## config.mk

```make
export PLATFORM = sky130hd
export DESIGN_NAME = fde_scale
export DESIGN_NICKNAME = d
export VERILOG_FILES = /design/src/hdl/fde_pkg.sv /design/src/hdl/fde_scale.sv
export SDC_FILE = /design/constraint.sdc
export NUM_CORES = 1
export LEC_CHECK = 0
export BUFFER_PORTS_ARGS = -buffer_cell sky130_fd_sc_hd__buf_4
export CAP_MARGIN = 20
export CORE_MARGIN = 2
export CORE_UTILIZATION = 40
export DETAILED_ROUTE_END_ITERATION = 6
export MAX_ROUTING_LAYER = met4
export PLACE_DENSITY_LB_ADDON = 0.05
export REMOVE_ABC_BUFFERS = 1
export SKIP_CTS_REPAIR_TIMING = 1
export SYNTH_ARGS = -nofsm -noshare
export SYNTH_HDL_FRONTEND = slang
export SYNTH_SLANG_ARGS = --single-unit
```

## constraint.sdc

```tcl
create_clock -name clk -period 7.3 [get_ports clk]
set_input_delay 0.73 -clock clk [delete_from_list [all_inputs] [get_ports clk]]
set_output_delay 0.73 -clock clk [all_outputs]
set_load 0.01 [all_outputs]
```

## src/hdl/fde_pkg.sv

```systemverilog
package fde_pkg;

  // delay store geometry
  localparam int DEPTH = 1024;
  localparam int IDX_W = $clog2(DEPTH);

  // sample and coefficient widths
  localparam int SMP_W  = 10;
  localparam int FB_W   = 8;
  localparam int WET_W  = 9;
  localparam int CTR_W  = 12;   // doubled centred value, signed
  localparam int COEF_W = 10;   // q8 coefficient, signed
  localparam int PROD_W = CTR_W + COEF_W;
  localparam int SUM_W  = PROD_W + 1;
  localparam int T_W    = 11;   // pre-volume level
  localparam int P_W    = T_W + SMP_W;

  // register indexes on the configuration port
  localparam logic [2:0] REG_MODE     = 3'd0;
  localparam logic [2:0] REG_EFFECT   = 3'd1;
  localparam logic [2:0] REG_OFFSET   = 3'd2;
  localparam logic [2:0] REG_FEEDBACK = 3'd3;
  localparam logic [2:0] REG_WET      = 3'd4;

  // effect modes
  localparam logic [1:0] MODE_CLEAN = 2'd0;
  localparam logic [1:0] MODE_ECHO  = 2'd1;
  localparam logic [1:0] MODE_DELAY = 2'd2;

  // reset values
  localparam logic [IDX_W-1:0] OFFSET_RST   = IDX_W'(500);
  localparam logic [FB_W-1:0]  FEEDBACK_RST = FB_W'(192);
  localparam logic [WET_W-1:0] WET_RST      = WET_W'(179);

  // item sequencer
  typedef enum logic [2:0] {
    ST_IDLE,
    ST_MUL,
    ST_SUM,
    ST_SCALE,
    ST_DONE
  } state_t;

  // commands from the sequencer to the delay store
  typedef struct packed {
    logic rd;        // read the delayed sample
    logic wr;        // write the feedback blend at the write index
    logic clean;     // clean step: zero entry 0, index to one
    logic mode_clr;  // mode register written: empty store, index to zero
  } store_ctl_t;

endpackage

```

## src/hdl/fde_scale.sv

```systemverilog
module fde_scale (
  input  logic                      clk,
  input  logic                      en,
  input  logic [fde_pkg::T_W-1:0]   t,
  input  logic [fde_pkg::SMP_W-1:0] vol,
  output logic [fde_pkg::SMP_W-1:0] level
);
  import fde_pkg::*;

  localparam int Q_W = T_W + 1;

  logic [P_W-1:0] p_r;
  logic [T_W-1:0] q0;
  logic [Q_W-1:0] rem;
  logic [1:0]     corr;
  logic [Q_W-1:0] q;

  // level times volume, registered
  always_ff @(posedge clk) begin
    if (en) begin
      p_r <= t * vol;
    end
  end

  // divide by 1023: p/1024 undershoots, and p - q0*1023 = p mod 1024 + q0
  // stays below three times the divisor plus one
  assign q0  = p_r[P_W-1:SMP_W];
  assign rem = {2'b00, p_r[SMP_W-1:0]} + {1'b0, q0};

  always_comb begin
    if (rem >= Q_W'(3 * 1023)) begin
      corr = 2'd3;
    end else if (rem >= Q_W'(2 * 1023)) begin
      corr = 2'd2;
    end else if (rem >= Q_W'(1023)) begin
      corr = 2'd1;
    end else begin
      corr = 2'd0;
    end
  end

  assign q = {1'b0, q0} + {{(Q_W-2){1'b0}}, corr};

  // clamp to full scale
  assign level = (q > Q_W'(1023)) ? '1 : q[SMP_W-1:0];

endmodule

```

# Word level (Yosys, flattened, before mapping)
# Index checks and enable logic that the tools add are counted.
[classes]
n_addsub = 2
multipliers = 1
n_lt_le_gt_ge = 4
n_mux = 4
[op_table]
columns = ["operator", "n"]
rows = [
  ["11-bit by 10-bit multiplier with 21-bit output", 1],
  ["10-bit by 11-bit adder with 12-bit output", 1],
  ["11-bit by 2-bit adder with 12-bit output", 1],
  ["12-bit by 10-bit greater-or-equal comparator with 1-bit output, second input constant", 1],
  ["12-bit by 11-bit greater-or-equal comparator with 1-bit output, second input constant", 1],
  ["12-bit greater-or-equal comparator, second input constant", 1],
  ["12-bit by 10-bit > comparator with 1-bit output, second input constant", 1],
  ["10-bit 2-to-1 mux", 1],
  ["2-bit 2-to-1 mux", 2],
  ["1-bit 2-to-1 mux", 1],
]
[word_totals]
regBits = 21
inputBits = 23
word_cells = 12

# Longest topological paths before layout
# Gate-level depths: netlist of run 1.
[logic_depth]
word_depth = 8
depth_mapped = 20
depth_no_buf = 19

# Worst setup path after synthesis of run 1
# Ideal clock, no wire load.
[synth_timing]
path_kind = "input to register"
from = "input vol[3] (netlist bit)"
to = "register p_r[19], data pin"
setup_time_ps = 258
arrival_ps = 5434
required_time_ps = 7042
slack_ps = 1608
stages = 18
n_path_buf = 1
cell_sequence = "clkbuf_1 nand2_1 fa_1 inv_1 fa_1 fa_1 fa_1 inv_1 fa_1 inv_1 ha_1 a21o_1 a221o_1 a221oi_2 nand2_2 a31o_1 a21oi_2 xnor2_1"
[synth_between]
elab_chain_cells = 1
[synth_rtl]
columns = ["item", "line_no", "rtl"]
rows = [
  ["start: declaration", "fde_scale.sv:5", "input logic [fde_pkg::SMP_W-1:0] vol,"],
  ["11-bit by 10-bit multiplier with 21-bit output", "fde_scale.sv:21", "p_r <= t * vol;"],
  ["end signal: assignment", "fde_scale.sv:21", ""],
  ["end: declaration", "fde_scale.sv:12", "logic [P_W-1:0] p_r;"],
]
# Every way passes these cells.
# A chain may end at the register's enable or synchronous reset.

# Worst setup path after layout of run 1
[layout_timing]
from = "input t[0] (netlist bit)"
to = "register p_r[19], data pin"
[layout_between]
elab_chain_cells = 1
[layout_rtl]
columns = ["item", "line_no", "rtl"]
rows = [
  ["start: declaration", "fde_scale.sv:4", "input logic [fde_pkg::T_W-1:0] t,"],
  ["11-bit by 10-bit multiplier with 21-bit output", "fde_scale.sv:21", ""],
]
# Every way passes these cells.

==> results of run 1 <==
-- final cells by class --
class                           count  area [um2]  area share
Clock buffer                        3       75.07     0.01376
Clock inverter                      1       5.005   0.0009176
Inverter                           79       296.5     0.05437
Multi-Input combinational cell    423        3996      0.7327
Sequential cell                    21       630.6      0.1156
Tap cell                          168       210.2     0.03854
Timing Repair Buffer               32       240.2     0.04405
-- worst min-delay path by stage --
stage              end  slack, ns  depth (start not counted)
2_1_floorplan   p_r[0]       0.84                          0
5_1_grt        p_r[18]       0.89                          1
3_5_place_dp   p_r[18]       1.14                          1
6_report       p_r[18]       0.88                          1
3_3_place_gp   p_r[18]       1.14                          1
4_1_cts        p_r[18]       0.88                          1
-- critical path, stage by stage --
cell      delay [ns]
buf_4           0.14
nand2_1         0.09
fa_1            0.50
fa_1            0.55
inv_1           0.06
fa_1            0.50
fa_1            0.54
inv_1           0.05
fa_1            0.53
inv_1           0.04
ha_1            0.35
a21o_1          0.22
a221o_1         0.31
a221oi_2        0.41
nand2_2         0.10
a31o_1          0.23
a21oi_2         0.14
xnor2_1         0.07
-- through the flow --
stage          power, W  instance area [um2]  hold WS [ns]
3_3_place_gp   0.002008                 5374         1.136
6_report       0.002112                 5454        0.8754
4_1_cts        0.002140                 5454        0.8789
3_5_place_dp   0.002009                 5374         1.138
5_1_grt        0.002377                 5454        0.8860
2_1_floorplan  0.001606                 4923        0.8425
-- synthesized netlist by cell type, drive strengths merged (2+ instances only) --
library cell,number
nor2b,6
nand3,8
inv,79
nand4,2
clkbuf,16
edfxtp,21
and2,75
a21oi,17
nand2,60
a211oi,3
fa,72
nor2,13
and3,5
xor2,9
o211ai,3
xnor2,20
a221oi,2
and4,2
nand2b,3
nor3,3
a31oi,2
a21o,10
a2111oi,2
ha,68
o21bai,6
o21ai,16
-- power by group --
part / internal, W / switching, W
clock network: 0.0000734 / 0.0000388
registers: 0.000250 / 0.0000529
logic: 0.000759 / 0.000938
-- per-layer routing --
| layer | up-vias | track usage | part of all wire |
|---|---|---|---|
| li1 | 1792 | - | - |
| met1 | 1855 | 0.2533 | 0.47 |
| met2 | 27 | 0.2908 | 0.51 |
| met3 | 7 | 0.01674 | 0.019 |
| met4 | 0 | 0.01429 | 0.0044 |
| met5 | - | - | 0 |
-- logic make-up (layout without fill, tap and decap cells) --
logic type	Yosys count	in the layout	share of synthesized area
compound gates	73	73	0.09993
xor+xnor	29	29	0.05097
fa+ha+maj	140	140	0.4600
buf+inv	95	115	0.07155
flops	21	21	0.1265
mux	1	1	0.002009
simple gates	180	180	0.1891
==> results.json, run 1 <==
{
  "route.detailed.drc": 0,
  "cts_tree": "done",
  "grt_use_total": 0.1783,
  "finalSetupViolations": 0,
  "fp.coreArea_um2": 12110,
  "final_hold_viol_count": 0,
  "finalWirelength_um": 10770,
  "top_regs": "p_r (21)",
  "vias": 3681,
  "clock_sinks": 21,
  "synth_edf_count": 21,
  "antenna_cells": 0,
  "hp-class": "input pin to flip-flop",
  "crit_type": "input pin to flip-flop",
  "postRouteAntennaNets": 0,
  "vias_per_cell": 5.063,
  "synth_async_sr_flop_share": 0,
  "grt_max_degree": 22,
  "min_from": "en",
  "die_area_um2": 13370,
  "path_clk_slew_ns": 0.05,
  "avgSynthCellArea_um2": 9.246,
  "drt_pre_antenna_iters": 7,
  "critPathLaunch": "t[0]",
  "worst-slew-pin-transition_ns": 0.8424,
  "core.rowCount": 40,
  "setup_ws_ns": 1.738,
  "dp.cells": 723,
  "setup_tns_ns": 0,
  "layout_common_cells": "inv_1, and2_1, fa_1, ha_1, nand2_1",
  "min_period_ns": 5.562,
  "final_common_cell": "inv_1",
  "netlist_area_um2": 4984,
  "power_density_nw_per_um2": 387.2,
  "cts_made_buffers": 3,
  "dp_hpwl_um": 9284,
  "relSlewSlack": 0.4239,
  "regMostFlops": "p_r",
  "yosysSeqAreaShare": 0.1265,
  "initial_core_util": 0.4115,
  "path_max_fanout": 10,
  "die_width_um": 115.6,
  "wl_per_cell_um": 14.82,
  "cp.arrival_ns": 5.57,
  "yosysWarnings": 0,
  "antenna_found_initial": 0,
  "syn_inst": 539,
  "cts.path.max_buffers": 2,
  "final_util": 0.4503,
  "dp_slack_ns": 1.448,
  "status": "completed",
  "endpoint": "p_r[19]",
  "grt_pass1_vias": 3665,
  "maxCapViolations": 0,
  "ys_types": 50,
  "drive_gt1_frac": 0.07513,
  "largest_register_ffs": 21,
  "ys_top_cells_by_area": "fa_1, ha_1, edfxtp_1",
  "cts_root_buf": "clkbuf_16",
  "clock.fmax_ghz": 0.1798,
  "synth_top_area_cell": "fa_1",
  "nFillCells": 1238,
  "layout.nets": 723,
  "end_kind": "flip-flop",
  "ir_drop_mv": 0.2066,
  "cp-start-kind": "input pin",
  "gr-total-overflow": 0,
  "grt_pass1_wl_um": 18150,
  "io_pins": 33,
  "power_leakage_nw": 2.649,
  "area_growth_pct": 9.440,
  "ys.flop_type": "edfxtp_1",
  "ys_seq_elements": 21,
  "h-tree-depth": 1,
  "io_buffers": 32,
  "synth_top_area_share": 0.2892,
  "die_h_um": 115.6,
  "fin_cells": 727,
  "period_share": 0.7620,
  "drv_slew": 0,
  "required_ns": 7.30,
  "rsz0062_at_grt": "no",
  "drt_iter0_drc": 130,
  "routabilityCongestion": 0.8237
}
No activity file was read; power rests on OpenSTA's default activity.
==> run 2, diff against run 1 <==
==> constraint.sdc (replaced) <==
create_clock -name clk -period 4.8 [get_ports clk]
set_input_delay 0.48 -clock clk [delete_from_list [all_inputs] [get_ports clk]]
set_output_delay 0.48 -clock clk [all_outputs]
set_load 0.01 [all_outputs]
==> run 2 against run 1 <==
Against the previous run:
- the flow now finishes with violations (negative setup slack)
- critical endpoint unchanged
- combinational power grew 120%
- clock-buffer cell count is the same
- utilization grew 7.8 points
- sequential power grew 53%
- final cell count grew 10%
- global-route usage grew 0.77 points
- sequential share of layout area shrank 1.7 points
- sequential cell count is the same
==> results.json, run 2 (synthesized netlist as in run 1, its figures left out) <==
{
  "rsz0062_at_grt": "yes",
  "setup_tns_ns": -0.1961,
  "antenna_cells": 0,
  "required_ns": 4.80,
  "initial_core_util": 0.4115,
  "nFillCells": 1188,
  "regMostFlops": "p_r",
  "io_pins": 33,
  "crit_type": "input pin to flip-flop",
  "drt_pre_antenna_iters": 4,
  "drv_slew": 0,
  "end_kind": "flip-flop",
  "layout_common_cells": "buf_4, inv_1, fa_1, and2_1, ha_1",
  "status": "complete, but fails checks",
  "die_h_um": 115.6,
  "grt_pass1_wl_um": 19310,
  "route.detailed.drc": 0,
  "cts_made_buffers": 3,
  "drive_gt1_frac": 0.2717,
  "antenna_found_initial": 0,
  "path_depth": 19,
  "top_regs": "p_r (21)",
  "endpoint": "p_r[19]",
  "die_width_um": 115.6,
  "dp.cells": 785,
  "cts_tree": "done",
  "critPathTopFamily": "adder cells",
  "io_buffers": 32,
  "area_growth_pct": 28.42,
  "vias_per_cell": 4.936,
  "crit_buf_inv": 5,
  "fp.coreArea_um2": 12110,
  "final_hold_viol_count": 0,
  "grt_use_total": 0.1860,
  "min_period_ns": 4.907,
  "hp-class": "input pin to flip-flop",
  "h-tree-depth": 1,
  "finalSetupViolations": 5,
  "power_leakage_nw": 3.086,
  "maxCapViolations": 0,
  "period_share": 1.022,
  "critPathMaxStageDelay_ns": 0.55,
  "grt_pass1_vias": 4068,
  "vias": 3954,
  "clock.fmax_ghz": 0.2038,
  "largest_register_ffs": 21,
  "crit_slowest_cell": "fa_1",
  "cts_root_buf": "clkbuf_16",
  "fin_cells": 801,
  "path_clk_slew_ns": 0.06,
  "path_max_fanout": 6,
  "crit_chain": "buf_8, and2_4, fa_2, fa_1, inv_2, fa_1, inv_1, fa_1, inv_2, fa_1, inv_1, ha_2, a21o_1, a221o_1, a221oi_2, nand2_2, a31o_1, a21oi_2, xnor2_1",
  "cp-start-kind": "input pin",
  "setup_ws_ns": -0.1071,
  "cts.path.max_buffers": 2,
  "clock_sinks": 21,
  "critPathLaunch": "vol[4]",
  "worst-slew-pin-transition_ns": 0.4961,
  "core.rowCount": 40,
  "grt_max_degree": 22,
  "final_common_cell": "buf_4",
  "finalWirelength_um": 11370,
  "cp_common_cell": "fa_1",
  "layout.nets": 797,
  "dp_hpwl_um": 9822,
  "violations": "negative setup slack",
  "cp.arrival_ns": 4.91,
  "power_density_nw_per_um2": 675.5,
  "routabilityCongestion": 0.8499,
  "gr-total-overflow": 0,
  "drt_iter0_drc": 143,
  "die_area_um2": 13370,
  "wl_per_cell_um": 14.19,
  "ir_drop_mv": 0.3871,
  "postRouteAntennaNets": 0,
  "relSlewSlack": 0.6692
}
## run 2: changes by cell type in the layout (fill, tap and decap cells not counted), moves of 8 or more
cell	before	now
nand2_1	59	49
nand2_2	1	9
buf_4	32	88
ha_1	68	57
buf_6	0	10
## run 2: how the worst min path moves through the flow
stage	slack, ns	from	endpoint	depth (start not counted)
floorplan	0.59	en	p_r[0]	0
global placement	0.88	en	p_r[18]	1
detailed placement	0.89	vol[0]	p_r[0]	2
CTS	0.63	vol[0]	p_r[0]	2
global route	0.64	en	p_r[18]	1
finish	0.63	vol[0]	p_r[0]	2
## run 2: per-layer routing
layer / GRT usage / part of all wire
met1: 0.2668 / 0.47
met2: 0.3014 / 0.50
met3: 0.01621 / 0.018
met4: 0.01508 / 0.0080
met5: - / 0
## run 2: power by group
part,total [W],internal (W),switching (W)
clock network,0.000173,0.000112,0.0000610
registers,0.000463,0.000380,0.0000826
logic,0.00369,0.00189,0.00179
total,0.00432,0.00239,0.00194
## run 2: area by class of cell
class | instances | area [um2] | share of cell area
inverters | 79 | 296.5 | 0.04633
repair buffers | 105 | 888.4 | 0.1388
flip-flops and latches | 21 | 630.6 | 0.09853
clock inverters | 1 | 5.005 | 0.0007820
multi-input cells | 424 | 4294 | 0.6710
clock buffers | 3 | 75.07 | 0.01173
well taps | 168 | 210.2 | 0.03284
## run 2: through the flow
stage / power (W) / cell area (um2) / util / setup slack (ns) / hold WS, ns
after floorplan: 0.002442 / 4923 / - / -0.4065 / 0.5925
after global placement: 0.003543 / 5839 / 0.4821 / -0.6332 / 0.8815
after CTS: 0.003759 / 5919 / 0.4887 / -0.4296 / 0.6295
after global routing: 0.004795 / 6400 / 0.5284 / -0.2660 / 0.6443
final: 0.004323 / 6400 / 0.5284 / -0.1071 / 0.6296
after detailed placement: 0.003549 / 5839 / 0.4821 / -0.6849 / 0.8881
==> run 3, diff against run 2 <==
--- a/config.mk
+++ b/config.mk
@@ -7,8 +7,9 @@
 export LEC_CHECK = 0
 export BUFFER_PORTS_ARGS = -buffer_cell sky130_fd_sc_hd__buf_4
 export CAP_MARGIN = 20
+export CORE_ASPECT_RATIO = 2
 export CORE_MARGIN = 2
-export CORE_UTILIZATION = 40
+export CORE_UTILIZATION = 35
 export DETAILED_ROUTE_END_ITERATION = 6
 export MAX_ROUTING_LAYER = met4
 export PLACE_DENSITY_LB_ADDON = 0.05
==> run 3 against run 2 <==
Against the previous run:
- the run still ends with negative setup slack left
- worst hold slack got worse by 0.015 ns
- die area rose by 14%
- wire length rose by 9.5%
- largest power group unchanged
- power shrank 3.0%
- critical endpoint unchanged
- sequential share of layout area is essentially flat
- combinational power down 4%
- clock-buffer cell count up 1
- first-iteration DRC count decreased by 57%
- worst setup slack better by 0.0042 ns
==> results.json, run 3 (synthesized netlist as in run 1, its figures left out) <==
{
  "status": "complete, but fails checks",
  "violations": "negative setup slack",
  "switching_share": 0.4529,
  "cp_common_cell": "fa_1",
  "critPathMaxStageDelay_ns": 0.54,
  "io_buffers": 32,
  "power_leakage_nw": 3.034,
  "path_max_fanout": 4,
  "holdPathStages": 1,
  "antenna_cells": 0,
  "min_from": "en",
  "postRouteAntennaNets": 0,
  "largest_register_ffs": 21,
  "io_pins": 33,
  "die_width_um": 88.38,
  "cp-start-kind": "input pin",
  "min_period_ns": 4.903,
  "layout_common_cells": "buf_4, inv_1, and2_1, fa_1, ha_1",
  "p_sw_w": 0.001898,
  "relSlewSlack": 0.6930,
  "crit_chain": "buf_12, nand2_4, fa_1, inv_2, fa_1, inv_1, fa_1, inv_1, fa_1, inv_2, fa_2, inv_2, ha_4, a21o_1, a221o_1, a221oi_4, nand2_2, a31o_1, a21oi_2, xnor2_1",
  "min_to": "p_r[20]",
  "route.detailed.drc": 0,
  "clock.fmax_ghz": 0.2040,
  "end_kind": "flip-flop",
  "layout.nets": 789,
  "final_hold_viol_count": 0,
  "pwr-share-clk": 0.041,
  "cts.path.max_buffers": 2,
  "p_comb_frac": 0.848,
  "hp-class": "input pin to flip-flop",
  "grt_pass1_wl_um": 20010,
  "period_share": 1.021,
  "initial_core_util": 0.3588,
  "clock_sinks": 21,
  "cts_made_buffers": 3,
  "gr-total-overflow": 0,
  "cts_root_buf": "clkbuf_16",
  "area_growth_pct": 27.82,
  "seqPwrFrac": 0.111,
  "cp.arrival_ns": 4.91,
  "maxCapViolations": 0,
  "drive_gt1_frac": 0.2592,
  "grt_use_total": 0.1748,
  "rsz0062_at_grt": "yes",
  "drt_pre_antenna_iters": 4,
  "internal_power_w": 0.002294,
  "holdWs_ns": 0.6145,
  "h-tree-depth": 1,
  "path_clk_slew_ns": 0.05,
  "required_ns": 4.80,
  "power_density_nw_per_um2": 658.1,
  "die_area_um2": 15270,
  "drv_slew": 0,
  "ir_drop_mv": 0.3113,
  "crit_type": "input pin to flip-flop",
  "finalWirelength_um": 12450,
  "vias_per_cell": 4.783,
  "crit_slowest_cell": "fa_1",
  "grt_max_degree": 22,
  "cts_tree": "done",
  "fp.coreArea_um2": 13890,
  "setup_ws_ns": -0.1029,
  "regMostFlops": "p_r",
  "drt_iter0_drc": 62,
  "finalSetupViolations": 2,
  "dp_hpwl_um": 11240,
  "die_h_um": 172.8,
  "wl_per_cell_um": 15.29,
  "final_util": 0.4586,
  "final_common_cell": "buf_4",
  "routabilityCongestion": 0.9727,
  "grt_pass1_vias": 4248,
  "worst-slew-pin-transition_ns": 0.4585,
  "antenna_found_initial": 0,
  "vias": 3893,
  "top_regs": "p_r (21)",
  "core.rowCount": 61
}
-- run 3: critical path, delay by kind of cell --
family / cells / cell delay [ns]
buffers and inverters: 6 / 0.31
XOR/XNOR: 1 / 0.08
adder cells (fa/ha/maj): 6 / 2.73
AO/OA/AOI/OAI: 5 / 1.16
AND/OR/NAND/NOR: 2 / 0.14
-- run 3: power groups by stage --
stage,clock (W),combinational [W],sequential [W]
after detailed placement,0,0.00302,0.000468
after global routing,0.000181,0.00403,0.000469
after CTS,0.000177,0.00305,0.000465
after floorplan,0,0.00202,0.000423
after global placement,0,0.00299,0.000467
final,0.000171,0.00355,0.000466
-- run 3: worst max-delay path by stage --
stage,startpoint,endpoint,slack [ns]
after floorplan,t[1],p_r[19],-0.41
after global placement,vol[9],p_r[19],-0.61
after detailed placement,t[1],p_r[19],-0.67
after CTS,t[1],p_r[19],-0.41
after global routing,vol[3],p_r[19],-0.28
final,vol[1],p_r[19],-0.10
-- run 3: layout make-up --
class,count,area (um2)
Fill cell,1401,7521
Multi-Input combinational cell,423,4290
Timing Repair Buffer,98,837.1
Sequential cell,21,630.6
Inverter,79,296.5
Tap cell,189,236.5
Clock buffer,4,78.83
-- run 3: through the flow --
stage / cells / setup TNS (ns) / total power [W] / cell area, um2 / setup WS (ns)
floorplan: 523 / -0.9602 / 0.002442 / 4923 / -0.4065
global placement: 805 / -4.141 / 0.003461 / 5858 / -0.6126
detailed placement: 805 / -4.609 / 0.003493 / 5858 / -0.6730
CTS: 809 / -3.605 / 0.003693 / 5937 / -0.4105
global route: 814 / -0.6969 / 0.004677 / 6370 / -0.2848
finish: 814 / -0.1284 / 0.004192 / 6370 / -0.1029
-- run 3: metal layers --
layer | vias to the layer above | track usage | wire length, um
met1 | 1892 | 0.1660 | 4095
met5 | - | - | 0
met3 | 22 | 0.006205 | 152
li1 | 1931 | - | -
met2 | 48 | 0.3459 | 7665
met4 | 0 | 0.07134 | 537
