**src/hdl/fde_pkg.sv**
```systemverilog
package fde_pkg;

  // delay store geometry
  localparam int DEPTH = 1024;
  localparam int IDX_W = $clog2(DEPTH);

  // sample and coefficient widths
  localparam int SMP_W  = 10;
  localparam int FB_W   = 8;
  localparam int WET_W  = 9;
  localparam int CTR_W  = 12;   // doubled centred value, signed
  localparam int COEF_W = 10;   // q8 coefficient, signed
  localparam int PROD_W = CTR_W + COEF_W;
  localparam int SUM_W  = PROD_W + 1;
  localparam int T_W    = 11;   // pre-volume level
  localparam int P_W    = T_W + SMP_W;

  // register indexes on the configuration port
  localparam logic [2:0] REG_MODE     = 3'd0;
  localparam logic [2:0] REG_EFFECT   = 3'd1;
  localparam logic [2:0] REG_OFFSET   = 3'd2;
  localparam logic [2:0] REG_FEEDBACK = 3'd3;
  localparam logic [2:0] REG_WET      = 3'd4;

  // effect modes
  localparam logic [1:0] MODE_CLEAN = 2'd0;
  localparam logic [1:0] MODE_ECHO  = 2'd1;
  localparam logic [1:0] MODE_DELAY = 2'd2;

  // reset values
  localparam logic [IDX_W-1:0] OFFSET_RST   = IDX_W'(500);
  localparam logic [FB_W-1:0]  FEEDBACK_RST = FB_W'(192);
  localparam logic [WET_W-1:0] WET_RST      = WET_W'(179);

  // item sequencer
  typedef enum logic [2:0] {
    ST_IDLE,
    ST_MUL,
    ST_SUM,
    ST_SCALE,
    ST_DONE
  } state_t;

  // commands from the sequencer to the delay store
  typedef struct packed {
    logic rd;        // read the delayed sample
    logic wr;        // write the feedback blend at the write index
    logic clean;     // clean step: zero entry 0, index to one
    logic mode_clr;  // mode register written: empty store, index to zero
  } store_ctl_t;

endpackage

```
**src/hdl/fde_mix.sv**
```systemverilog
module fde_mix (
  input  logic                       clk,
  input  logic                       mul_en,
  input  logic                       sum_en,
  input  logic                       clean,
  input  logic                       dly_sel,
  input  logic [fde_pkg::SMP_W-1:0]  x,
  input  logic [fde_pkg::SMP_W-1:0]  delayed,
  input  logic [fde_pkg::FB_W-1:0]   feedback,
  input  logic [fde_pkg::WET_W-1:0]  wet,
  output logic [fde_pkg::SMP_W-1:0]  store_val,
  output logic [fde_pkg::T_W-1:0]    t_r
);
  import fde_pkg::*;

  localparam logic signed [CTR_W-1:0]  CENTRE = CTR_W'(1023);
  localparam logic signed [COEF_W-1:0] UNITY  = COEF_W'(256);
  localparam logic signed [SUM_W-1:0]  BIAS   = SUM_W'(1023 * 256);

  logic signed [CTR_W-1:0]  ci;
  logic signed [CTR_W-1:0]  cd;
  logic signed [COEF_W-1:0] fb_s;
  logic signed [COEF_W-1:0] wet_s;
  logic signed [COEF_W-1:0] ka;
  logic signed [COEF_W-1:0] kc;
  logic signed [COEF_W-1:0] kd;
  logic signed [PROD_W-1:0] pa_r, pb_r, pc_r, pd_r;
  logic signed [SUM_W-1:0]  n_sum;
  logic signed [SUM_W-1:0]  o_sum;
  logic [T_W-1:0]           t_nxt;

  // doubled centred values
  assign ci = $signed({1'b0, x, 1'b0}) - CENTRE;
  assign cd = $signed({1'b0, delayed, 1'b0}) - CENTRE;

  // q8 weights: echo blends by feedback and wet share, delay sums
  assign fb_s  = $signed({2'b00, feedback});
  assign wet_s = $signed({1'b0, wet});
  assign ka = dly_sel ? UNITY : UNITY - fb_s;
  assign kc = dly_sel ? UNITY : UNITY - wet_s;
  assign kd = dly_sel ? UNITY : wet_s;

  // four products, registered
  always_ff @(posedge clk) begin
    if (mul_en) begin
      pa_r <= ci * ka;
      pb_r <= cd * fb_s;
      pc_r <= ci * kc;
      pd_r <= cd * kd;
    end
  end

  // re-biased numerators
  assign n_sum = $signed({pa_r[PROD_W-1], pa_r}) + $signed({pb_r[PROD_W-1], pb_r}) + BIAS;
  assign o_sum = $signed({pc_r[PROD_W-1], pc_r}) + $signed({pd_r[PROD_W-1], pd_r}) + BIAS;

  // stored value: divide by 512, clamp to 0..1023
  always_comb begin
    if (n_sum[SUM_W-1]) begin
      store_val = '0;
    end else if (n_sum[SUM_W-2:9+SMP_W] != '0) begin
      store_val = '1;
    end else begin
      store_val = n_sum[9+SMP_W-1:9];
    end
  end

  // pre-volume level, clean steps pass the input through
  always_comb begin
    if (clean) begin
      t_nxt = {1'b0, x};
    end else if (o_sum[SUM_W-1]) begin
      t_nxt = '0;
    end else begin
      t_nxt = o_sum[9+T_W-1:9];
    end
  end

  always_ff @(posedge clk) begin
    if (sum_en) begin
      t_r <= t_nxt;
    end
  end

endmodule

```
**config.mk**
```make
export PLATFORM = sky130hd
export DESIGN_NAME = fde_mix
export DESIGN_NICKNAME = d
export VERILOG_FILES = /design/src/hdl/fde_pkg.sv /design/src/hdl/fde_mix.sv
export SDC_FILE = /design/constraint.sdc
export NUM_CORES = 1
export LEC_CHECK = 0
export BUFFER_PORTS_ARGS = -buffer_cell sky130_fd_sc_hd__buf_2
export CORE_UTILIZATION = 55
export DETAILED_ROUTE_END_ITERATION = 10
export GPL_ROUTABILITY_DRIVEN = 0
export GPL_TIMING_DRIVEN = 0
export PLACE_DENSITY = 0.75
export SLEW_MARGIN = 20
export SYNTH_ARGS = -nofsm -noshare
export SYNTH_HDL_FRONTEND = slang
export SYNTH_SLANG_ARGS = --single-unit
```
**constraint.sdc**
```tcl
create_clock -name clk -period 8 [get_ports clk]
set_input_delay 2 -clock clk [delete_from_list [all_inputs] [get_ports clk]]
set_output_delay 2 -clock clk [all_outputs]
set_load 0.02 [all_outputs]
```
[After elaboration in Yosys (flattened, before gate mapping)]
Index checks and enable logic that the tools add are counted.
Operators by class
  add/sub/neg operators: 8
  multipliers: 4
  multiplexer cells: 7
  reduce and logical (&&, ||, !) cells: 2
Operator list (count)
  $mul A12 B10 Y22: 3
  $mux W10: 6
  $add A23 B19 Y23 const B: 2
  $sub A11 B10 Y12 const B: 2
  $add A22 B21 Y23: 1
  $add A22 B22 Y23: 1
  $mul A12 B9 Y21: 1
  $sub A9 B8 Y10 const A: 1
  $sub A9 B9 Y10 const A: 1
  $mux W9: 1
  $reduce_bool A3 Y1: 1
  $reduce_or A2 Y1: 1
Storage, ports and cells
  register bits after elaboration: 98
  input port bits: 42
  output and inout port bits: 21
  logic and storage cells: 27

[Logic depth before layout (Yosys ltp)]
Gate-level depths: netlist of the first run.
  depth in word-level cells: 5
  gate-level depth with buffers: 26
  gate-level depth less buffers: 25

[Worst setup path before layout of the first run]
Ideal clock, no wire load.
  kind: input -> register
  from: in dly_sel
  to: reg pc_r[21], data pin
  setup time: 260 ps
  arrival time: 7529 ps
  data required time: 7740 ps
  setup slack: 211 ps
  stages on the path: 22
  path buffers: 3
  cell sequence: buf_1 > clkbuf_1 > clkbuf_1 > a21oi_1 > inv_1 > nor2_1 > fa_1 > inv_1 > fa_1 > inv_1 > fa_1 > inv_1 > fa_1 > fa_1 > inv_1 > ha_1 > and3_1 > a22o_1 > a311o_1 > o21bai_1 > a21oi_1 > xnor2_1
On the way
  word-level cells in the longest chain between the ends: 2
Ends and longest elaborated chain
  start, declared: line fde_mix.sv:6  | input logic dly_sel,
  $mux W10: line fde_mix.sv:40  | assign kc = dly_sel ? UNITY : UNITY - wet_s;
  $mul A12 B10 Y22: line fde_mix.sv:48  | pc_r <= ci * kc;
  end signal, assigned: line fde_mix.sv:48
  end, declared: line fde_mix.sv:27  | logic signed [PROD_W-1:0] pa_r, pb_r, pc_r, pd_r;
No other way between the ends.
A chain may end at the register's enable or synchronous reset.

[Worst setup path in the final report of the first run]
  from: in wet[1] (netlist bit)
  to: reg pc_r[17], data pin
On the way
  word-level cells in the longest chain between the ends: 3
Ends and longest elaborated chain
  start, declared: line fde_mix.sv:10  | input logic [fde_pkg::WET_W-1:0] wet,
  $sub A9 B9 Y10: line fde_mix.sv:40
  $mux W10: line fde_mix.sv:40
  $mul A12 B10 Y22: line fde_mix.sv:48
No other way between the ends.

==> results of run 1 <==
-- metal layers --
| metal | vias up | track usage | share of wire |
|---|---|---|---|
| met5 | - | 0 | 0.00028 |
| met1 | 7538 | 0.309 | 0.41 |
| met4 | 2 | 0.105 | 0.041 |
| li1 | 7225 | - | - |
| met3 | 98 | 0.0351 | 0.054 |
| met2 | 428 | 0.445 | 0.50 |
-- cells in the final DEF, fill, tap and decap left out, types with 9 or more instances in the layout --
cell type / netlist / layout
sky130_fd_sc_hd__inv_1: 591 / 587
sky130_fd_sc_hd__fa_1: 356 / 354
sky130_fd_sc_hd__ha_1: 274 / 271
sky130_fd_sc_hd__nand2_1: 196 / 196
sky130_fd_sc_hd__and2_1: 150 / 150
sky130_fd_sc_hd__edfxtp_1: 97 / 97
sky130_fd_sc_hd__nor2_1: 75 / 64
sky130_fd_sc_hd__a21oi_1: 66 / 64
sky130_fd_sc_hd__xnor2_1: 65 / 64
sky130_fd_sc_hd__buf_2: 1 / 55
sky130_fd_sc_hd__nor2b_1: 50 / 49
sky130_fd_sc_hd__clkbuf_1: 59 / 47
sky130_fd_sc_hd__xor2_1: 45 / 44
sky130_fd_sc_hd__o21ai_0: 37 / 35
sky130_fd_sc_hd__a21o_1: 34 / 34
sky130_fd_sc_hd__nor3_1: 30 / 26
sky130_fd_sc_hd__nand2b_1: 20 / 20
sky130_fd_sc_hd__nand3_1: 17 / 17
sky130_fd_sc_hd__o21ai_1: 11 / 12
sky130_fd_sc_hd__or3_1: 12 / 11
sky130_fd_sc_hd__buf_4: 0 / 9
sky130_fd_sc_hd__o21a_1: 9 / 9
sky130_fd_sc_hd__clkbuf_16: 0 / 9
-- Yosys cell counts, types with 12 or more instances --
cell type                  count  area [µm²]
sky130_fd_sc_hd__o21ai_0      37         185
sky130_fd_sc_hd__nand3_1      17        85.1
sky130_fd_sc_hd__clkbuf_1     59         221
sky130_fd_sc_hd__nand2_1     196         736
sky130_fd_sc_hd__xor2_1       45         394
sky130_fd_sc_hd__nand2b_1     20         125
sky130_fd_sc_hd__ha_1        274        3430
sky130_fd_sc_hd__inv_1       591        2220
sky130_fd_sc_hd__nor2b_1      50         313
sky130_fd_sc_hd__nor3_1       30         150
sky130_fd_sc_hd__xnor2_1      65         569
sky130_fd_sc_hd__nor2_1       75         282
sky130_fd_sc_hd__a21oi_1      66         330
sky130_fd_sc_hd__fa_1        356        7130
sky130_fd_sc_hd__edfxtp_1     97        2910
sky130_fd_sc_hd__and2_1      150         938
sky130_fd_sc_hd__a21o_1       34         255
sky130_fd_sc_hd__or3_1        12        75.1
-- cells by family (layout without fill, tap and decap cells) --
| group | after synthesis | after routing |
|---|---|---|
| muxes | 1 | 1 |
| and+or+nand+nor | 589 | 589 |
| adders and majority gates | 630 | 630 |
| AOI/OAI and AO/OA | 224 | 225 |
| buffers and inverters | 652 | 728 |
| xor gates and xnor gates | 110 | 110 |
| DFF | 97 | 97 |
-- sequential cells by signal, indices dropped and copies added (netlist names) --
signal,count
pa_r,22
pc_r,22
pb_r,21
pd_r,21
t_r,11
-- final cells by class --
type	count	area share
Multi-Input combinational cell	1555	0.708
Clock buffer	9	0.00984
Tap cell	511	0.0279
Clock inverter	7	0.00295
Sequential cell	97	0.127
Inverter	591	0.0970
Timing Repair Buffer	61	0.0152
Buffer	60	0.0117
-- worst register-to-register path, stage by stage (launching register included) --
cell and delay, ns:
sky130_fd_sc_hd__edfxtp_1 0.40, sky130_fd_sc_hd__ha_1 0.33, sky130_fd_sc_hd__ha_1 0.29, sky130_fd_sc_hd__o21ai_0 0.09
sky130_fd_sc_hd__a22oi_1 0.36, sky130_fd_sc_hd__nor4_4 0.07, sky130_fd_sc_hd__nor3_2 0.29, sky130_fd_sc_hd__o31ai_2 0.13
sky130_fd_sc_hd__o211ai_1 0.27, sky130_fd_sc_hd__nand2_1 0.18, sky130_fd_sc_hd__a311oi_4 0.53, sky130_fd_sc_hd__o21ai_1 0.21
-- stage by stage --
step	worst slack (ns)	power, mW	TNS, ns
2_1_floorplan	0.211	5.84	0
3_3_place_gp	-1.02	6.99	-16.36
3_5_place_dp	-1.10	7.17	-18.98
4_1_cts	-0.0614	7.68	-0.0614
5_1_grt	-0.0323	8.62	-0.0729
6_report	0.186	7.69	0
-- path summary, 6_finish.rpt --
check	from	end	slack, ns	cells past startpoint
max	wet[1]	pc_r[17]$_DFFE_PP_	0.19	26
min	pd_r[19]$_DFFE_PP_	t_r[10]$_SDFFCE_PP0P_	0.91	4
max reg2reg	pc_r[4]$_DFFE_PP_	t_r[1]$_DFFE_PP_	4.58	11
min reg2reg	pd_r[19]$_DFFE_PP_	t_r[10]$_SDFFCE_PP0P_	0.91	4
-- timing repair --
| action | in CTS | in global routing |
|---|---|---|
| resized for setup | 26 | 62 |
| pin swaps | 1 | 10 |
| setup endpoints to repair | 22 | 13 |
| cloned | 0 | 1 |
| setup buffers | 0 | 6 |
-- power breakdown --
group | internal (mW) | switching (mW)
clock | 0.220 | 0.214
sequential | 1.02 | 0.0827
combinational | 2.61 | 3.54
total | 3.85 | 3.84
==> results.json, run 1 <==
{
  "clkTransAtPathRegs_ns": 0.07,
  "hold-worst-slack_ns": 0.912,
  "dr_total_vias": 15291,
  "worst_skew_ns": 0.00724,
  "synth_fp_nets": 2975,
  "max_stage_delay_ns": 0.53,
  "layout.cells.non_filler": 2891,
  "placed_wire_length_estimate_after_detailed_placement_um": 38800,
  "crit_path_max_fanout": 10,
  "synth-async-reset-ratio": 0,
  "crit_family": "adder cells",
  "start_kind": "input port",
  "synthMuxAreaShare": 0.000469,
  "synth_compound_area_frac": 0.0687,
  "antenna_left": 0,
  "crit_path_buffers_inverters": 7,
  "grt_first_pass_wirelength_um": 77900,
  "start_util": 0.563,
  "detailedRoute.firstPassIterationCount": 5,
  "tritoncts": "done",
  "num_rows": 71,
  "multi_input_area_um2": 16200,
  "setup_viol_count_final": 0,
  "utilization": 0.603,
  "post_route_cells_drive_above_1_share": 0.0626,
  "dpl-instance-area_um2": 22300,
  "cap_viol_max_count": 0,
  "flow.area_growth_from_synthesis_pct": 7.25,
  "clk-insertion-delay-late_ns": 0.36,
  "drt-total-wl_um": 46600,
  "finish.instance_area_um2": 22900,
  "cts_inserted_buffers": 9,
  "grt_start_max_net_pins": 58,
  "seq_area_um2": 2910,
  "clock_tree.buffer_depth": 2,
  "n_antenna_cell": 0,
  "critPathCaptureType": "flip-flop",
  "worst_slew_pin_tran_ns": 0.842,
  "p_leak_nw": 12.0,
  "cts-htree-levels": 3,
  "worstHoldPathType": "reg2reg",
  "synth_seq_area_share": 0.136,
  "grt_remaining_overflow": 0,
  "worst_slew_margin_rel": 0.439,
  "synthSimpleGateAreaFrac": 0.140,
  "worstPathRequired_ns": 8.11,
  "nFillCells": 3175,
  "ys_warn_count": 0,
  "postSynthAreaPerCell_um2": 9.27,
  "drc_errors": 0,
  "finalNetCount": 3047,
  "power-per-cell-area_nw_per_um2": 336,
  "flops_latches_synth": 97,
  "yosys.area_share.adder": 0.495,
  "first_global_vias": 16222,
  "floorplan.die.height_um": 199,
  "syn-cell-area_um2": 21300,
  "io_pins": 63,
  "synthFlopType": "sky130_fd_sc_hd__edfxtp_1",
  "die_x_um": 199,
  "holdBufCountCts": 0,
  "placed_cells": 2869,
  "final_period_minus_worst_setup_slack_ns": 7.81,
  "grt_antenna_before_repair": 1,
  "timing_worst_setup_path_type": "in2reg",
  "die-area_um2": 39600,
  "max_freq_mhz": 128,
  "final_hold_vio_count": 0,
  "layout_worst_path_cycle_share": 0.977,
  "outcome": "finished, final reports clean",
  "worst_path_most_repeated_cell": "sky130_fd_sc_hd__fa_1",
  "fp.coreArea_um2": 37900,
  "post_synth_edffs": 97,
  "vias_per_cell": 5.29,
  "port_buffers": 53,
  "initialDrtViolationCount": 760,
  "clockRootBuffer": "sky130_fd_sc_hd__clkbuf_16",
  "ir_worst_vdd_uv": 297,
  "route.detailed.wl_per_inst_um": 16.1,
  "timing.final.max_slew_violations": 0,
  "post_synth_inst_count": 2303,
  "clkSinkCount": 97,
  "track_usage": 0.252,
  "main_combinational_cell_family_by_area_after_synthesis": "adder cells",
  "synthXorXnorAreaFrac": 0.0451,
  "cp.arrival_ns": 7.92,
  "ys_types": 62,
  "critical_path_top_delay_cell": "sky130_fd_sc_hd__fa_1"
}
No activity file was read; power rests on OpenSTA's default activity.
==> run 2, diff against run 1 <==
--- a/config.mk
+++ b/config.mk
@@ -6,11 +6,13 @@
 export NUM_CORES = 1
 export LEC_CHECK = 0
 export BUFFER_PORTS_ARGS = -buffer_cell sky130_fd_sc_hd__buf_2
+export CORE_MARGIN = 2
 export CORE_UTILIZATION = 55
 export DETAILED_ROUTE_END_ITERATION = 10
 export GPL_ROUTABILITY_DRIVEN = 0
 export GPL_TIMING_DRIVEN = 0
 export PLACE_DENSITY = 0.75
+export REMOVE_ABC_BUFFERS = 1
 export SLEW_MARGIN = 20
 export SYNTH_ARGS = -nofsm -noshare
 export SYNTH_HDL_FRONTEND = slang
==> run 2 against run 1 <==
  * Sequential share of layout area grew 0.066 points
  * Critical path depth shrank 1
  * Largest power group unchanged
  * Highest routed layer is now met4
  * Global-route usage shrank 2.2 points
  * Critical path type unchanged
  * Count of clock-buffer cells in the layout is the same
  * Final cell count shrank 1.4%
  * Largest cell class unchanged
  * Wire length shrank 5.3%
  * Sequential power is essentially flat
  * Critical endpoint is now pc_r[19]$_DFFE_PP_
  * Hold slack gained 0.038 ns
==> results.json, run 2 (synthesis gave the netlist of run 1 again) <==
{
  "final_cell_mix": "sky130_fd_sc_hd__inv_1 (588), sky130_fd_sc_hd__fa_1 (355), sky130_fd_sc_hd__ha_1 (273)",
  "ir_worst_vdd_uv": 329,
  "clkSinkCount": 97,
  "worst_slew_margin_rel": 0.401,
  "hold-worst-slack_ns": 0.950,
  "die_x_um": 201,
  "outcome": "finished, final reports clean",
  "vias_per_cell": 5.27,
  "final_hold_vio_count": 0,
  "fp.coreArea_um2": 38500,
  "first_global_vias": 16571,
  "power-per-cell-area_nw_per_um2": 335,
  "clock_tree.buffer_depth": 2,
  "clk-insertion-delay-late_ns": 0.35,
  "cts-htree-levels": 3,
  "start_kind": "input port",
  "track_usage": 0.230,
  "cts_inserted_buffers": 9,
  "antenna_left": 0,
  "placed_wire_length_estimate_after_detailed_placement_um": 36100,
  "setup_viol_count_final": 0,
  "grt_first_pass_wirelength_um": 76300,
  "worstPathRequired_ns": 8.09,
  "worst_slew_pin_tran_ns": 0.895,
  "die-area_um2": 40400,
  "cap_viol_max_count": 0,
  "cp.arrival_ns": 7.90,
  "tritoncts": "done",
  "floorplan.die.height_um": 201,
  "timing.final.max_slew_violations": 0,
  "worstHoldPathType": "reg2reg",
  "p_leak_nw": 12.0,
  "placed_cells": 2825,
  "layout_top_registers": "pa_r x22, pc_r x22",
  "port_buffers": 62,
  "start_util": 0.555,
  "initialDrtViolationCount": 724,
  "route.detailed.wl_per_inst_um": 15.5,
  "drc_errors": 0,
  "final_period_minus_worst_setup_slack_ns": 7.81,
  "finalNetCount": 3001,
  "layout.cells.non_filler": 2851,
  "critPathCaptureType": "flip-flop",
  "timing_worst_setup_path_type": "in2reg",
  "io_pins": 63,
  "dr_total_vias": 15011,
  "drt-total-wl_um": 44100,
  "detailedRoute.firstPassIterationCount": 5,
  "grt_start_max_net_pins": 55,
  "post_route_cells_drive_above_1_share": 0.0682,
  "clkTransAtPathRegs_ns": 0.07,
  "holdBufCountCts": 0,
  "max_freq_mhz": 128,
  "grt_antenna_before_repair": 0,
  "layout_worst_path_cycle_share": 0.977,
  "most_frequent_standard_cell_in_the_layout_excluding_fill_and_tap_cells": "sky130_fd_sc_hd__inv_1",
  "n_antenna_cell": 0,
  "crit_path_max_fanout": 10,
  "worst_skew_ns": 0.00518,
  "grt_remaining_overflow": 0,
  "clockRootBuffer": "sky130_fd_sc_hd__clkbuf_16",
  "num_rows": 72,
  "flow.area_growth_from_synthesis_pct": 6.69
}
==> run 2: path summary, 6_finish.rpt <==
check | startpoint | endpoint | slack [ns] | cells past startpoint
max | wet[1] | pc_r[19]$_DFFE_PP_ | 0.19 | 25
min | pc_r[19]$_DFFE_PP_ | t_r[10]$_SDFFCE_PP0P_ | 0.95 | 4
max reg2reg | pc_r[7]$_DFFE_PP_ | t_r[1]$_DFFE_PP_ | 4.57 | 11
min reg2reg | pc_r[19]$_DFFE_PP_ | t_r[10]$_SDFFCE_PP0P_ | 0.95 | 4
==> run 2: what timing repair did <==
item / CTS / global route
setup endpoints to repair: 9 / 14
gates resized for setup: 20 / 48
buffers inserted: 0 / 9
cloned: 0 / 2
pin swaps: 1 / 6
==> run 2: layout make-up <==
class	count	area, µm²
flip-flops and latches	97	2910
well taps	518	648
multi-input cells	1556	16300
inverters	591	2220
fillers	3275	15700
clock buffers	9	225
repair buffers	74	429
clock inverters	6	42.5
==> run 2: power by group <==
group	total, mW	internal [mW]	switching, mW	leakage (nW)
registers	1.09	1.02	0.0733	0.952
logic	6.14	2.59	3.55	10.9
clock network	0.401	0.210	0.191	0.128
total	7.63	3.82	3.81	12.0
==> run 2: stage by stage <==
stage | total power, mW | setup slack (ns) | setup TNS, ns | cell area [µm²] | util
2_1_floorplan | 5.80 | 0.219 | 0 | 21100 | -
3_3_place_gp | 6.91 | -0.763 | -7.07 | 22100 | 0.574
4_1_cts | 7.61 | -0.0121 | -0.0250 | 22500 | 0.584
6_report | 7.63 | 0.186 | 0 | 22800 | 0.592
5_1_grt | 8.53 | -0.0148 | -0.0148 | 22800 | 0.592
3_5_place_dp | 7.14 | -0.762 | -7.62 | 22100 | 0.575
==> run 2: critical path: stages <==
cell	delay (ns)
sky130_fd_sc_hd__buf_2	0.13
sky130_fd_sc_hd__inv_2	0.12
sky130_fd_sc_hd__ha_2	0.24
sky130_fd_sc_hd__nand2b_4	0.09
sky130_fd_sc_hd__nor4_4	0.20
sky130_fd_sc_hd__xor2_2	0.27
sky130_fd_sc_hd__nor2_4	0.12
sky130_fd_sc_hd__and2_1	0.22
sky130_fd_sc_hd__fa_1	0.48
sky130_fd_sc_hd__inv_1	0.06
sky130_fd_sc_hd__fa_1	0.52
sky130_fd_sc_hd__inv_1	0.05
sky130_fd_sc_hd__fa_1	0.48
sky130_fd_sc_hd__fa_1	0.50
sky130_fd_sc_hd__inv_1	0.06
sky130_fd_sc_hd__fa_1	0.54
sky130_fd_sc_hd__inv_1	0.04
sky130_fd_sc_hd__ha_1	0.37
sky130_fd_sc_hd__a21o_1	0.21
sky130_fd_sc_hd__a31oi_2	0.20
sky130_fd_sc_hd__o21ai_2	0.12
sky130_fd_sc_hd__o41ai_4	0.39
sky130_fd_sc_hd__o2111ai_1	0.17
sky130_fd_sc_hd__a21oi_1	0.19
sky130_fd_sc_hd__xnor2_1	0.13
==> run 2: metal layers <==
layer | part of all wire | track usage | up-vias
li1 | - | - | 7121
met1 | 0.41 | 0.279 | 7525
met2 | 0.53 | 0.427 | 292
met3 | 0.037 | 0.0286 | 73
met4 | 0.022 | 0.0683 | 0
met5 | 0 | 0 | -
==> run 3, diff against run 2 <==
--- a/config.mk
+++ b/config.mk
@@ -6,12 +6,14 @@
 export NUM_CORES = 1
 export LEC_CHECK = 0
 export BUFFER_PORTS_ARGS = -buffer_cell sky130_fd_sc_hd__buf_2
+export CAP_MARGIN = 0
 export CORE_MARGIN = 2
 export CORE_UTILIZATION = 55
 export DETAILED_ROUTE_END_ITERATION = 10
 export GPL_ROUTABILITY_DRIVEN = 0
 export GPL_TIMING_DRIVEN = 0
 export PLACE_DENSITY = 0.75
+export RECOVER_POWER = 100
 export REMOVE_ABC_BUFFERS = 1
 export SLEW_MARGIN = 20
 export SYNTH_ARGS = -nofsm -noshare
==> run 3 against run 2 <==
  * The run now ends with capacitance limit, slew limit left
  * Utilization decreased by 0.26 points
  * Worst setup slack gained 0.017 ns
  * Wire length down 0.18%
  * Clock skew is 0.00074 ns higher
  * Final cell count unchanged
  * Sequential power is essentially flat
  * Total power shrank 1.3%
  * Critical path depth stayed put
  * Maximum frequency is 0.22% higher
  * Design area decreased by 0.44%
  * Sequential cell count stayed put
  * Combinational power is 2% lower
  * Critical path type unchanged
  * Critical endpoint unchanged
  * Largest cell class unchanged
==> results.json, run 3 (synthesis gave the netlist of run 1 again) <==
{
  "clockRootBuffer": "sky130_fd_sc_hd__clkbuf_16",
  "track_usage": 0.230,
  "most_frequent_standard_cell_in_the_layout_excluding_fill_and_tap_cells": "sky130_fd_sc_hd__inv_1",
  "cts_inserted_buffers": 9,
  "worstPathRequired_ns": 8.09,
  "rr_endpoint": "t_r[1]$_DFFE_PP_",
  "worst_slew_pin_tran_ns": 3.01,
  "regToRegStartpoint": "pc_r[7]$_DFFE_PP_",
  "critPathCaptureType": "flip-flop",
  "max_freq_mhz": 128,
  "accumulated_negative_setup_slack_ns": 0,
  "clk-insertion-delay-late_ns": 0.36,
  "cts-htree-levels": 3,
  "first_global_vias": 16571,
  "antenna_left": 0,
  "clock_tree.buffer_depth": 2,
  "timing.final.max_slew_violations": 89,
  "cap_viol_max_count": 2,
  "flow.area_growth_from_synthesis_pct": 6.22,
  "post_route_cells_drive_above_1_share": 0.0549,
  "outcome": "finished, violations left",
  "nFillCells": 3304,
  "holdCritStartpoint": "pc_r[19]$_DFFE_PP_",
  "netSwitchingFraction": 0.503,
  "n_antenna_cell": 0,
  "grt_first_pass_wirelength_um": 76300,
  "crit_path_max_fanout": 10,
  "dpl-instance-area_um2": 22100,
  "die-area_um2": 40400,
  "utilization": 0.589,
  "holdBufCountCts": 0,
  "seq_area_um2": 2910,
  "initialDrtViolationCount": 707,
  "dr_total_vias": 15012,
  "vias_per_cell": 5.27,
  "worst_slew_margin_rel": -1.00,
  "clkTransAtPathRegs_ns": 0.07,
  "route.detailed.wl_per_inst_um": 15.4,
  "final_period_minus_worst_setup_slack_ns": 7.80,
  "floorplan.die.height_um": 201,
  "clock_power_share": 0.053,
  "min_delay_worst_endpoint": "t_r[10]$_SDFFCE_PP0P_",
  "die_x_um": 201,
  "timing.hold.worst_path_depth": 4,
  "setup_viol_count_final": 0,
  "power-per-cell-area_nw_per_um2": 332,
  "r2r_setup_slack_ns": 3.72,
  "io_pins": 63,
  "worstHoldPathType": "reg2reg",
  "grt_remaining_overflow": 0,
  "failed_checks": "capacitance limit, slew limit",
  "grt_antenna_before_repair": 0,
  "finalNetCount": 3001,
  "detailedRoute.firstPassIterationCount": 6,
  "start_util": 0.555,
  "hold-worst-slack_ns": 0.945,
  "tritoncts": "done",
  "port_buffers": 62,
  "placed_wire_length_estimate_after_detailed_placement_um": 36100,
  "drt-total-wl_um": 44000,
  "final_hold_vio_count": 0,
  "layout_top_registers": "pa_r x22, pc_r x22",
  "switching_power_mw": 3.78,
  "num_rows": 72,
  "multi_input_area_um2": 16200,
  "cp.arrival_ns": 7.89,
  "final_cell_mix": "sky130_fd_sc_hd__inv_1 (588), sky130_fd_sc_hd__fa_1 (355), sky130_fd_sc_hd__ha_1 (273)",
  "drc_errors": 0,
  "timing_worst_setup_path_type": "in2reg",
  "ir_worst_vdd_uv": 295,
  "cell_internal_pwr_mw": 3.74,
  "power_frac_seq": 0.145,
  "pwr-share-comb": 0.802,
  "start_kind": "input port",
  "grt_start_max_net_pins": 55,
  "finish.instance_area_um2": 22700,
  "report.power.total_mw": 7.53,
  "p_leak_nw": 11.9,
  "clkSinkCount": 97,
  "worst_skew_ns": 0.00592,
  "worst-r2r-cell-count": 11,
  "layout_worst_path_cycle_share": 0.975,
  "fp.coreArea_um2": 38500
}
==> run 3: cell types whose count changed in the layout (fill, tap and decap cells not counted), moves of 2 or more <==
cell                       delta
sky130_fd_sc_hd__o21ai_0      +9
sky130_fd_sc_hd__clkbuf_1    +26
sky130_fd_sc_hd__nor2_1       +2
sky130_fd_sc_hd__o21ai_1      -9
sky130_fd_sc_hd__and2_1       -7
sky130_fd_sc_hd__nor2_2       -2
sky130_fd_sc_hd__and2_0       +7
sky130_fd_sc_hd__buf_4        -2
sky130_fd_sc_hd__buf_2       -24
==> run 3: stage by stage <==
step	setup slack (ns)	cells
finish	0.203	2851
global route	-0.00307	2851
CTS	-0.0121	2840
detailed placement	-0.762	2825
global placement	-0.763	2822
floorplan	0.219	2242
==> run 3: timing repair <==
action / CTS / global route
gates resized for setup: 20 / 48
buffers inserted: 0 / 9
pin swaps: 1 / 6
setup endpoints to repair: 9 / 14
gates cloned: 0 / 2
==> run 3: critical path, stage by stage <==
cell	delay (ns)
sky130_fd_sc_hd__buf_2	0.13
sky130_fd_sc_hd__inv_2	0.12
sky130_fd_sc_hd__ha_2	0.23
sky130_fd_sc_hd__nand2b_4	0.09
sky130_fd_sc_hd__nor4_4	0.20
sky130_fd_sc_hd__xor2_2	0.27
sky130_fd_sc_hd__nor2_4	0.12
sky130_fd_sc_hd__and2_1	0.21
sky130_fd_sc_hd__fa_1	0.48
sky130_fd_sc_hd__inv_1	0.06
sky130_fd_sc_hd__fa_1	0.52
sky130_fd_sc_hd__inv_1	0.05
sky130_fd_sc_hd__fa_1	0.48
sky130_fd_sc_hd__fa_1	0.50
sky130_fd_sc_hd__inv_1	0.06
sky130_fd_sc_hd__fa_1	0.54
sky130_fd_sc_hd__inv_1	0.04
sky130_fd_sc_hd__ha_1	0.37
sky130_fd_sc_hd__a21o_1	0.21
sky130_fd_sc_hd__a31oi_2	0.20
sky130_fd_sc_hd__o21ai_2	0.12
sky130_fd_sc_hd__o41ai_4	0.40
sky130_fd_sc_hd__o2111ai_1	0.17
sky130_fd_sc_hd__a21oi_1	0.19
sky130_fd_sc_hd__xnor2_1	0.12
==> run 3: per-layer routing <==
| layer | part of all wire | GRT usage |
|---|---|---|
| met1 | 0.40 | 0.279 |
| met2 | 0.53 | 0.427 |
| met3 | 0.044 | 0.0286 |
| met4 | 0.023 | 0.0683 |
| met5 | 0 | 0 |
==> run 3: worst max-delay path by stage <==
stage,start,endpoint,slack (ns),depth (start not counted)
2_1_floorplan,wet[4],pc_r[21]$_DFFE_PP_,0.22,18
3_3_place_gp,wet[4],pc_r[19]$_DFFE_PP_,-0.76,21
3_5_place_dp,wet[0],pc_r[19]$_DFFE_PP_,-0.76,25
4_1_cts,wet[0],pc_r[19]$_DFFE_PP_,-0.01,25
5_1_grt,wet[1],pc_r[19]$_DFFE_PP_,-0.003,25
6_report,wet[1],pc_r[19]$_DFFE_PP_,0.20,25
==> run 3: power groups by stage <==
stage | registers [mW] | logic, mW | clock network [mW]
floorplan | 1.11 | 4.69 | 0
global placement | 1.10 | 5.81 | 0
detailed placement | 1.10 | 6.05 | 0
CTS | 1.09 | 6.11 | 0.407
global route | 1.11 | 6.89 | 0.423
finish | 1.09 | 6.03 | 0.402
==> run 3: area by class of cell <==
type / instances / area share
clock buffer: 9 / 0.00993
clock inverter: 6 / 0.00188
inverter: 591 / 0.0980
multi-input combinational: 1556 / 0.717
sequential: 97 / 0.128
tap: 518 / 0.0286
timing repair buffer: 74 / 0.0164
